### config.mk
export PLATFORM = sky130hd
export DESIGN_NAME = multi_queue_stable_priority_queue_flat
export DESIGN_NICKNAME = d
export VERILOG_FILES = /design/src/rtl/core/mqspq_pkg.sv /design/src/rtl/core/mqspq_if.sv /design/src/rtl/core/mqspq_ctrl.sv /design/src/rtl/core/mqspq_dp.sv /design/src/rtl/core/multi_queue_stable_priority_queue.sv /design/src/flat_wrapper.sv
export SDC_FILE = /design/constraint.sdc
export NUM_CORES = 2
export LEC_CHECK = 0
export ABC_AREA = 1
export BUFFER_PORTS_ARGS = -buffer_cell sky130_fd_sc_hd__buf_2
export CAP_MARGIN = 20
export CORE_MARGIN = 2
export CORE_UTILIZATION = 35
export CTS_BUF_LIST = sky130_fd_sc_hd__clkbuf_16
export DETAILED_ROUTE_END_ITERATION = 10
export GPL_TIMING_DRIVEN = 0
export PLACE_DENSITY = 0.51
export SLEW_MARGIN = 20
export SYNTH_ARGS = -nofsm -noshare
export SYNTH_HDL_FRONTEND = slang
export SYNTH_SLANG_ARGS = --single-unit
### constraint.sdc
create_clock -name clk -period 6.45 [get_ports clk]
set_input_delay 1.29 -clock clk [delete_from_list [all_inputs] [get_ports clk]]
set_output_delay 1.29 -clock clk [all_outputs]
set_load 0.01 [all_outputs]
### src/rtl/core/mqspq_pkg.sv
// shared constants and types for the multi-queue stable priority queue
// no dependencies; taken in by the interfaces and every module of the block
package mqspq_pkg;

    // fixed field widths of the item channels
    localparam int QIDX_W    = 3;
    localparam int PRIO_IN_W = 4;
    localparam int JOB_W     = 16;
    localparam int STATUS_W  = 2;

    // defaults for the top-level parameters
    localparam int DEF_QUEUES        = 5;
    localparam int DEF_DEPTH         = 16;
    localparam int DEF_PRIORITY_BITS = 4;

    typedef enum logic [STATUS_W-1:0] {
        ST_TAKEN    = 2'd0,
        ST_EMPTY    = 2'd1,
        ST_INSERTED = 2'd2,
        ST_FULL     = 2'd3
    } status_t;

    // which entry of the current queue is read
    typedef enum logic [1:0] {
        RD_HEAD,
        RD_TAIL,
        RD_PREV,
        RD_NEXT
    } rd_sel_t;

    // what is written where
    typedef enum logic [1:0] {
        WR_NEW_HEAD,
        WR_NEW_UP,
        WR_MOVE_UP,
        WR_MOVE_DOWN
    } wr_sel_t;

    typedef struct packed {
        logic    load;
        logic    rd_en;
        rd_sel_t rd_sel;
        logic    wr_en;
        wr_sel_t wr_sel;
        logic    grab;
        logic    finish;
        status_t result;
    } cmd_t;

    typedef struct packed {
        logic q_ok;
        logic take;
        logic empty;
        logic full;
        logic ge;
        logic cur_zero;
        logic cur_last;
        logic out_free;
    } sts_t;

endpackage

### src/rtl/core/mqspq_if.sv
// item channel interfaces: request channel and response channel
// depends on mqspq_pkg for the field widths
interface mqspq_req_if;
    import mqspq_pkg::*;

    logic                 valid;
    logic                 ready;
    logic                 mode;
    logic [QIDX_W-1:0]    queue_index;
    logic [PRIO_IN_W-1:0] priority_req;

    modport source (output valid, mode, queue_index, priority_req, input ready);
    modport sink (input valid, mode, queue_index, priority_req, output ready);
endinterface

interface mqspq_rsp_if;
    import mqspq_pkg::*;

    logic                valid;
    logic                ready;
    logic [STATUS_W-1:0] status;
    logic [JOB_W-1:0]    job_number;

    modport source (output valid, status, job_number, input ready);
    modport sink (input valid, status, job_number, output ready);
endinterface

### src/rtl/core/mqspq_ctrl.sv
// sequencer for insert and take: walks one queue's entries one per cycle
// depends on mqspq_pkg for the command and status structs
module mqspq_ctrl (
    input  logic              clk,
    input  logic              rst_n,
    input  logic              in_valid,
    output logic              in_ready,
    input  mqspq_pkg::sts_t   sts,
    output mqspq_pkg::cmd_t   cmd
);
    import mqspq_pkg::*;

    typedef enum logic [2:0] {
        S_IDLE,
        S_START,
        S_INS_WALK,
        S_INS_HEAD,
        S_TAKE_HEAD,
        S_TAKE_SHIFT,
        S_DONE
    } state_t;

    state_t  state_reg, state_next;
    status_t res_reg, res_next;

    always_comb
    begin
        state_next = state_reg;
        res_next   = res_reg;
        cmd        = '0;
        cmd.result = res_reg;
        in_ready   = 1'b0;

        case (state_reg)
            S_IDLE:
            begin
                in_ready = 1'b1;
                if (in_valid)
                begin
                    cmd.load   = 1'b1;
                    state_next = S_START;
                end
            end
            S_START:
            begin
                if (!sts.q_ok)
                begin
                    res_next   = sts.take ? ST_EMPTY : ST_FULL;
                    state_next = S_DONE;
                end
                else if (sts.take)
                begin
                    if (sts.empty)
                    begin
                        res_next   = ST_EMPTY;
                        state_next = S_DONE;
                    end
                    else
                    begin
                        cmd.rd_en  = 1'b1;
                        cmd.rd_sel = RD_HEAD;
                        state_next = S_TAKE_HEAD;
                    end
                end
                else if (sts.full)
                begin
                    res_next   = ST_FULL;
                    state_next = S_DONE;
                end
                else if (sts.empty)
                begin
                    cmd.wr_en  = 1'b1;
                    cmd.wr_sel = WR_NEW_HEAD;
                    res_next   = ST_INSERTED;
                    state_next = S_DONE;
                end
                else
                begin
                    cmd.rd_en  = 1'b1;
                    cmd.rd_sel = RD_TAIL;
                    state_next = S_INS_WALK;
                end
            end
            S_INS_WALK:
            begin
                cmd.wr_en = 1'b1;
                if (sts.ge)
                begin
                    // slot found just behind the entry read
                    cmd.wr_sel = WR_NEW_UP;
                    res_next   = ST_INSERTED;
                    state_next = S_DONE;
                end
                else
                begin
                    cmd.wr_sel = WR_MOVE_UP;
                    if (sts.cur_zero)
                    begin
                        state_next = S_INS_HEAD;
                    end
                    else
                    begin
                        cmd.rd_en  = 1'b1;
                        cmd.rd_sel = RD_PREV;
                    end
                end
            end
            S_INS_HEAD:
            begin
                cmd.wr_en  = 1'b1;
                cmd.wr_sel = WR_NEW_HEAD;
                res_next   = ST_INSERTED;
                state_next = S_DONE;
            end
            S_TAKE_HEAD:
            begin
                cmd.grab = 1'b1;
                res_next = ST_TAKEN;
                if (sts.cur_last)
                begin
                    state_next = S_DONE;
                end
                else
                begin
                    cmd.rd_en  = 1'b1;
                    cmd.rd_sel = RD_NEXT;
                    state_next = S_TAKE_SHIFT;
                end
            end
            S_TAKE_SHIFT:
            begin
                cmd.wr_en  = 1'b1;
                cmd.wr_sel = WR_MOVE_DOWN;
                if (sts.cur_last)
                begin
                    state_next = S_DONE;
                end
                else
                begin
                    cmd.rd_en  = 1'b1;
                    cmd.rd_sel = RD_NEXT;
                end
            end
            S_DONE:
            begin
                if (sts.out_free)
                begin
                    cmd.finish = 1'b1;
                    state_next = S_IDLE;
                end
            end
            default:
            begin
                state_next = S_IDLE;
            end
        endcase
    end

    always_ff @(posedge clk or negedge rst_n)
    begin
        if (!rst_n)
        begin
            state_reg <= S_IDLE;
            res_reg   <= ST_EMPTY;
        end
        else
        begin
            state_reg <= state_next;
            res_reg   <= res_next;
        end
    end

endmodule

### src/rtl/core/mqspq_dp.sv
// datapath: item registers, per-queue fill and job counters, entry memory, output register
// depends on mqspq_pkg for widths, status codes and the command and status structs
module mqspq_dp #(
    parameter int QUEUES        = mqspq_pkg::DEF_QUEUES,
    parameter int DEPTH         = mqspq_pkg::DEF_DEPTH,
    parameter int PRIORITY_BITS = mqspq_pkg::DEF_PRIORITY_BITS
) (
    input  logic                           clk,
    input  logic                           rst_n,
    input  mqspq_pkg::cmd_t                cmd,
    output mqspq_pkg::sts_t                sts,
    input  logic                           mode,
    input  logic [mqspq_pkg::QIDX_W-1:0]   queue_index,
    input  logic [mqspq_pkg::PRIO_IN_W-1:0] priority_req,
    output logic                           out_valid,
    input  logic                           out_ready,
    output logic [mqspq_pkg::STATUS_W-1:0] status,
    output logic [mqspq_pkg::JOB_W-1:0]    job_number
);
    import mqspq_pkg::*;

    localparam int PW      = (PRIORITY_BITS < PRIO_IN_W) ? PRIORITY_BITS : PRIO_IN_W;
    localparam int QW      = (QUEUES > 1) ? $clog2(QUEUES) : 1;
    localparam int IW      = $clog2(DEPTH);
    localparam int FW      = $clog2(DEPTH + 1);
    localparam int ENTRIES = QUEUES * DEPTH;
    localparam int AW      = $clog2(ENTRIES);

    // item registers
    logic              take_reg;
    logic [QIDX_W-1:0] q_reg;
    logic [PW-1:0]     prio_reg;

    // per-queue state
    logic [FW-1:0]    fill_reg [QUEUES];
    logic [JOB_W-1:0] ctr_reg  [QUEUES];

    // entry memory
    logic [PW-1:0]    mem_prio [ENTRIES];
    logic [JOB_W-1:0] mem_job  [ENTRIES];
    logic [PW-1:0]    rd_prio_reg;
    logic [JOB_W-1:0] rd_job_reg;
    logic [IW-1:0]    cur_reg;

    logic [JOB_W-1:0] take_job_reg;

    logic                out_valid_reg;
    logic [STATUS_W-1:0] status_reg;
    logic [JOB_W-1:0]    job_reg;

    logic [QW-1:0]    qi;
    logic [FW-1:0]    n_w;
    logic [IW-1:0]    tail_idx;
    logic [IW-1:0]    rd_idx;
    logic [IW-1:0]    wr_idx;
    logic [AW-1:0]    base;
    logic [PW-1:0]    wr_prio;
    logic [JOB_W-1:0] wr_job;
    logic [JOB_W-1:0] job_new;

    assign qi       = QW'(q_reg);
    assign n_w      = fill_reg[qi];
    assign tail_idx = IW'(n_w - FW'(1));
    assign job_new  = ctr_reg[qi] + JOB_W'(1);
    assign base     = AW'(qi * DEPTH);

    always_comb
    begin
        case (cmd.rd_sel)
            RD_HEAD: rd_idx = '0;
            RD_TAIL: rd_idx = tail_idx;
            RD_PREV: rd_idx = cur_reg - IW'(1);
            RD_NEXT: rd_idx = cur_reg + IW'(1);
            default: rd_idx = '0;
        endcase
    end

    always_comb
    begin
        case (cmd.wr_sel)
            WR_NEW_HEAD:
            begin
                wr_idx  = '0;
                wr_prio = prio_reg;
                wr_job  = job_new;
            end
            WR_NEW_UP:
            begin
                wr_idx  = cur_reg + IW'(1);
                wr_prio = prio_reg;
                wr_job  = job_new;
            end
            WR_MOVE_UP:
            begin
                wr_idx  = cur_reg + IW'(1);
                wr_prio = rd_prio_reg;
                wr_job  = rd_job_reg;
            end
            WR_MOVE_DOWN:
            begin
                wr_idx  = cur_reg - IW'(1);
                wr_prio = rd_prio_reg;
                wr_job  = rd_job_reg;
            end
            default:
            begin
                wr_idx  = '0;
                wr_prio = prio_reg;
                wr_job  = job_new;
            end
        endcase
    end

    always_comb
    begin
        sts.q_ok     = (32'(q_reg) < QUEUES);
        sts.take     = take_reg;
        sts.empty    = (n_w == '0);
        sts.full     = (n_w == FW'(DEPTH));
        sts.ge       = (rd_prio_reg >= prio_reg);
        sts.cur_zero = (cur_reg == '0);
        sts.cur_last = (cur_reg == tail_idx);
        sts.out_free = !out_valid_reg || out_ready;
    end

    // item capture and walk registers
    always_ff @(posedge clk)
    begin
        if (cmd.load)
        begin
            take_reg <= mode;
            q_reg    <= queue_index;
            prio_reg <= PW'(priority_req);
        end
        if (cmd.rd_en)
        begin
            cur_reg <= rd_idx;
        end
        if (cmd.grab)
        begin
            take_job_reg <= rd_job_reg;
        end
    end

    // single write port, single registered read port
    always_ff @(posedge clk)
    begin
        if (cmd.wr_en)
        begin
            mem_prio[base + AW'(wr_idx)] <= wr_prio;
            mem_job[base + AW'(wr_idx)]  <= wr_job;
        end
        if (cmd.rd_en)
        begin
            rd_prio_reg <= mem_prio[base + AW'(rd_idx)];
            rd_job_reg  <= mem_job[base + AW'(rd_idx)];
        end
    end

    always_ff @(posedge clk or negedge rst_n)
    begin
        if (!rst_n)
        begin
            for (int i = 0; i < QUEUES; i++)
            begin
                fill_reg[i] <= '0;
                ctr_reg[i]  <= '0;
            end
        end
        else if (cmd.finish)
        begin
            if (cmd.result == ST_INSERTED)
            begin
                fill_reg[qi] <= n_w + FW'(1);
                ctr_reg[qi]  <= job_new;
            end
            else if (cmd.result == ST_TAKEN)
            begin
                fill_reg[qi] <= n_w - FW'(1);
            end
        end
    end

    always_ff @(posedge clk or negedge rst_n)
    begin
        if (!rst_n)
        begin
            out_valid_reg <= 1'b0;
        end
        else if (cmd.finish)
        begin
            out_valid_reg <= 1'b1;
        end
        else if (out_ready)
        begin
            out_valid_reg <= 1'b0;
        end
    end

    always_ff @(posedge clk)
    begin
        if (cmd.finish)
        begin
            status_reg <= cmd.result;
            case (cmd.result)
                ST_INSERTED: job_reg <= job_new;
                ST_TAKEN:    job_reg <= take_job_reg;
                default:     job_reg <= '0;
            endcase
        end
    end

    assign out_valid  = out_valid_reg;
    assign status     = status_reg;
    assign job_number = job_reg;

endmodule

### src/rtl/core/multi_queue_stable_priority_queue.sv
// One stable priority queue per printer, QUEUES queues of DEPTH entries each, kept
// sorted in a single-port entry memory. An insert (mode 0) gets its queue's next
// 16-bit job number and goes behind every entry of equal or higher priority; a take
// (mode 1) returns the head's job number. Status: 0 taken, 1 empty (also a take from
// an out-of-range queue), 2 inserted, 3 full (also an insert into an out-of-range
// queue); an out-of-range queue index changes nothing. One item is in work at a
// time: an insert walks its queue from the tail and a take shifts the entries behind
// the head down, as the sequencer moves one entry per cycle through the memory's
// single read and write port; a rejected insert or a take from an empty queue walks
// nothing, and the longest items are an insert into a queue one short of full and a
// take from a full queue. The result sits in an output register, so the block
// returns to accepting while it waits; the next item stalls at its end only if that
// register has still not been read. The memory needs no clearing after reset.
module multi_queue_stable_priority_queue #(
    parameter int QUEUES        = mqspq_pkg::DEF_QUEUES,
    parameter int DEPTH         = mqspq_pkg::DEF_DEPTH,
    parameter int PRIORITY_BITS = mqspq_pkg::DEF_PRIORITY_BITS
) (
    input logic         clk,
    input logic         rst_n,
    mqspq_req_if.sink   req,
    mqspq_rsp_if.source rsp
);
    import mqspq_pkg::*;

    cmd_t cmd;
    sts_t sts;

    mqspq_ctrl u_ctrl (
        .clk      (clk),
        .rst_n    (rst_n),
        .in_valid (req.valid),
        .in_ready (req.ready),
        .sts      (sts),
        .cmd      (cmd)
    );

    mqspq_dp #(
        .QUEUES        (QUEUES),
        .DEPTH         (DEPTH),
        .PRIORITY_BITS (PRIORITY_BITS)
    ) u_dp (
        .clk          (clk),
        .rst_n        (rst_n),
        .cmd          (cmd),
        .sts          (sts),
        .mode         (req.mode),
        .queue_index  (req.queue_index),
        .priority_req (req.priority_req),
        .out_valid    (rsp.valid),
        .out_ready    (rsp.ready),
        .status       (rsp.status),
        .job_number   (rsp.job_number)
    );

endmodule
### src/flat_wrapper.sv
// flat-port wrapper written by rule: the top's interface ports become plain ports
module multi_queue_stable_priority_queue_flat import mqspq_pkg::*;
#(
    parameter int QUEUES        = mqspq_pkg::DEF_QUEUES,
    parameter int DEPTH         = mqspq_pkg::DEF_DEPTH,
    parameter int PRIORITY_BITS = mqspq_pkg::DEF_PRIORITY_BITS
)
  (clk, rst_n, req_valid, req_mode, req_queue_index, req_priority_req, req_ready, rsp_valid, rsp_status, rsp_job_number, rsp_ready);
  mqspq_req_if req_i ();
  mqspq_rsp_if rsp_i ();
  input logic clk;
  input logic rst_n;
  input wire logic [$bits(req_i.valid)-1:0] req_valid;
  input wire logic [$bits(req_i.mode)-1:0] req_mode;
  input wire logic [$bits(req_i.queue_index)-1:0] req_queue_index;
  input wire logic [$bits(req_i.priority_req)-1:0] req_priority_req;
  output wire logic [$bits(req_i.ready)-1:0] req_ready;
  output wire logic [$bits(rsp_i.valid)-1:0] rsp_valid;
  output wire logic [$bits(rsp_i.status)-1:0] rsp_status;
  output wire logic [$bits(rsp_i.job_number)-1:0] rsp_job_number;
  input wire logic [$bits(rsp_i.ready)-1:0] rsp_ready;
  assign req_i.valid = req_valid;
  assign req_i.mode = req_mode;
  assign req_i.queue_index = req_queue_index;
  assign req_i.priority_req = req_priority_req;
  assign req_ready = req_i.ready;
  assign rsp_valid = rsp_i.valid;
  assign rsp_status = rsp_i.status;
  assign rsp_job_number = rsp_i.job_number;
  assign rsp_i.ready = rsp_ready;
  multi_queue_stable_priority_queue #(.QUEUES(QUEUES), .DEPTH(DEPTH), .PRIORITY_BITS(PRIORITY_BITS)) u_core (.clk(clk), .rst_n(rst_n), .req(req_i), .rsp(rsp_i));
endmodule
==> impl_metrics.py <==
metrics = {
    "status": {
        "status": "completed",
    },
    "place": {
        "place.gp.congestion": 0.9433,
        "dp_hpwl_mm": 200.8,
        "io_buffers": 31,
        "placed_area_sq_um": 87820,
        "place_inst": 10980,
    },
    "die": {
        "die_h_microns": 481.6,
        "die_area_sq_um": 232000,
        "fp.dieW_microns": 481.6,
        "core.rowCount": 175,
        "core-area_sq_um": 227100,
        "ios": 32,
        "initial_core_util_pct": 35.16,
    },
    "cells_and_area": {
        "fin_area_sq_um": 93910,
        "drive_gt1_share_pct": 9.531,
        "synthToLayoutAreaGrowth_pct": 17.62,
        "largest_reg_flops": 1280,
        "stdcell_count": 11340,
        "nets": 8189,
    },
    "pwr": {
        "power_uw": 52560,
        "ir_drop_mv": 0.3283,
        "power-per-cell-area_nw_per_um2": 559.7,
        "p_leak_uw": 0.03845,
    },
    "critical_path": {
        "crit_path_start": "u_core.u_dp.q_reg[2]$_DFFE_PP_",
        "cp.arrival_ns": 6.65,
        "cp-end-kind": "flip-flop",
        "path_class": "flip-flop to flip-flop",
        "required_ns": 7.02,
        "r2r-start": "u_core.u_dp.q_reg[2]$_DFFE_PP_",
        "r2r_slack_ns": 0.38,
        "cp-start-kind": "flip-flop",
        "rr_worst_depth": 24,
        "worstReg2RegEnd": "u_core.u_dp.rd_job_reg[15]$_DFFE_PP_",
        "critPathCapture": "u_core.u_dp.rd_job_reg[15]$_DFFE_PP_",
        "path_max_fanout": 10,
    },
    "detailed_routing": {
        "dr.pass1.iters": 6,
        "ant_nets": 0,
        "wl_per_cell_microns": 24.31,
        "drtIter0Drc": 6628,
        "routed_via_density": 5.160,
        "wirelength_mm": 275.6,
        "drc": 0,
        "vias": 58500,
    },
    "timing": {
        "period_needed_ns": 6.075,
        "period_share_pct": 94.18,
        "rsz0062_at_grt": "no",
        "fin_setup_tns_ns": 0,
        "hold_violations": 0,
        "fmax_ghz": 0.1646,
        "finalSetupViolCount": 0,
        "skew_ns": 0.04803,
        "maxSlewViolCount": 0,
        "slew_headroom_pct": 20.84,
        "worstMarginPinSlew_ns": 1.180,
    },
    "clocking": {
        "cts-root-buf": "clkbuf_16",
        "ctsLongestPathBuffers": 3,
        "hold_buffers": 0,
        "cts_tree": "built",
        "cts-buffers-inserted": 191,
        "h-tree-depth": 4,
        "cts_resized": 0,
        "clk_latency_ns": 0.84,
        "cts.reportedPaths.clkPinSlew_ns": 0.07,
        "cts_sinks": 1777,
        "cts_setup_buffers": 0,
    },
    "yosys": {
        "syn_inst": 7784,
        "netlist_top_cells_area": "edfxtp_1 63%, nand3_1 7.9%, inv_1 7.2%",
        "synth.most_common_cell": "edfxtp_1",
        "syn_nets": 7808,
        "yosysTopAreaCell": "edfxtp_1",
        "yosysWarnings": 0,
        "syn_area_sq_um": 79840,
        "avgSynthCellArea_sq_um": 10.26,
        "synth_cell_types": 46,
        "ys_seq_elements": 1777,
        "ys_async_sr_fraction_pct": 6.246,
        "yosysSeqAreaShare_pct": 66.14,
        "synth_top_area_share_pct": 62.66,
        "ys.flop_type": "edfxtp_1",
        "synth_edf_count": 1666,
        "synth_common_cells": "1,666 x edfxtp_1, 1,529 x inv_1, 1,443 x nand2_1, 1,255 x nand3_1, 633 x nand4_1",
    },
    "grt": {
        "grt_start_max_net_pins": 81,
        "grt_pass1_vias": 55280,
        "grt_pass1_wl_mm": 391.1,
        "grt_use_total_pct": 23.40,
        "antenna_found_initial": 21,
        "grt_overflow": 0,
    },
    "job": {
        "drv_cap": 0,
    },
    "hold_path": {
        "min-delay-path-class": "input pin to asynchronous set/reset pin",
    },
}
stage by stage:
stage	utilization, %	worst slack (ns)	hold WS, ns
3_5_place_dp	38.68	0.5610	0.4444
5_1_grt	41.35	0.2370	0.3263
6_report	41.36	0.3751	0.3384
3_3_place_gp	36.89	-11.07	0.4403
4_1_cts	41.35	0.5371	0.2991
2_1_floorplan	-	0.09477	0.4268
kinds of logic (layout without fill, tap and decap cells):
family,Yosys count,count (layout),share of synthesized area [%]
multiplexers,1,1,0.01410
other,0,8,0
flip-flops,1777,1777,66.14
AND/OR/NAND/NOR,3526,3526,20.70
adder cells (fa/ha/maj),12,12,0.1880
AO/OA/AOI/OAI,399,399,2.681
buffers and inverters,2050,2586,10.07
XOR/XNOR,19,19,0.2084
power breakdown:
part,switching [uW],internal [uW]
Combinational,18700,7140
Sequential,282,15600
Clock,4730,6050
Total,23700,28800
final cells by class:
cell class / count / area (sq um)
diodes: 8 / 20.02
plain buffers: 503 / 2243
well taps: 3009 / 3765
repair buffers: 188 / 3491
inverters: 1547 / 5812
fillers: 21780 / 133100
flip-flops and latches: 1777 / 52810
multi-input cells: 3957 / 19720
clock buffers: 192 / 4805
clock inverters: 156 / 1252
worst min-delay path by stage:
stage / depth (start not counted) / slack [ns] / end
after floorplan: 0 / 0.43 / u_core.u_dp.take_job_reg[0]$_DFFE_PN_
after global placement: 0 / 0.44 / u_core.u_dp.take_job_reg[9]$_DFFE_PN_
after detailed placement: 0 / 0.44 / u_core.u_dp.take_job_reg[8]$_DFFE_PN_
after CTS: 1 / 0.30 / u_core.u_dp.fill_reg[7]$_DFFE_PN0P_
after global routing: 1 / 0.33 / u_core.u_dp.fill_reg[17]$_DFFE_PN0P_
final: 1 / 0.34 / u_core.u_dp.fill_reg[22]$_DFFE_PN0P_
worst max-delay path: stages, from the launching register on:
cell and delay (ns):
edfxtp_1 0.38, buf_6 0.20, inv_4 0.12, nand3_4 0.17, inv_2 0.28, nand2_1 0.08
nand2_1 0.12, nor2_4 0.06, ha_1 0.24, nand3_1 0.17, nand2_1 0.09, nor2_1 0.22
nand2_1 0.67, nand3_4 0.48, buf_2 0.61, buf_2 0.35, nand2_1 0.16, nand3_1 0.23
nand3_1 0.21, nand3_1 0.27, nand2_1 0.08, nand2_1 0.06, nand2_1 0.27, clkinv_1 0.11
nand2_1 0.12
layer usage:
metal | wire [microns] | GRT usage [%]
met3 | 21010 | 4.282
met2 | 126500 | 37.31
met1 | 116100 | 31.46
met4 | 11920 | 9.464
met5 | 27 | 0
cell usage in the layout, fill, tap and decap left out, types with 29 or more instances in the layout:
cell type,instances
clkinv_1,53
buf_2,207
nand3_1,1252
nor2_4,56
dfrtp_1,110
nand2_1,1442
clkbuf_1,252
buf_6,46
clkbuf_16,192
nor2_2,29
o21ai_0,275
edfxtp_1,1666
buf_1,39
clkinv_2,33
buf_16,89
inv_1,1575
nor2_1,85
nand4_1,633
(Power assumes the default switching activity.)
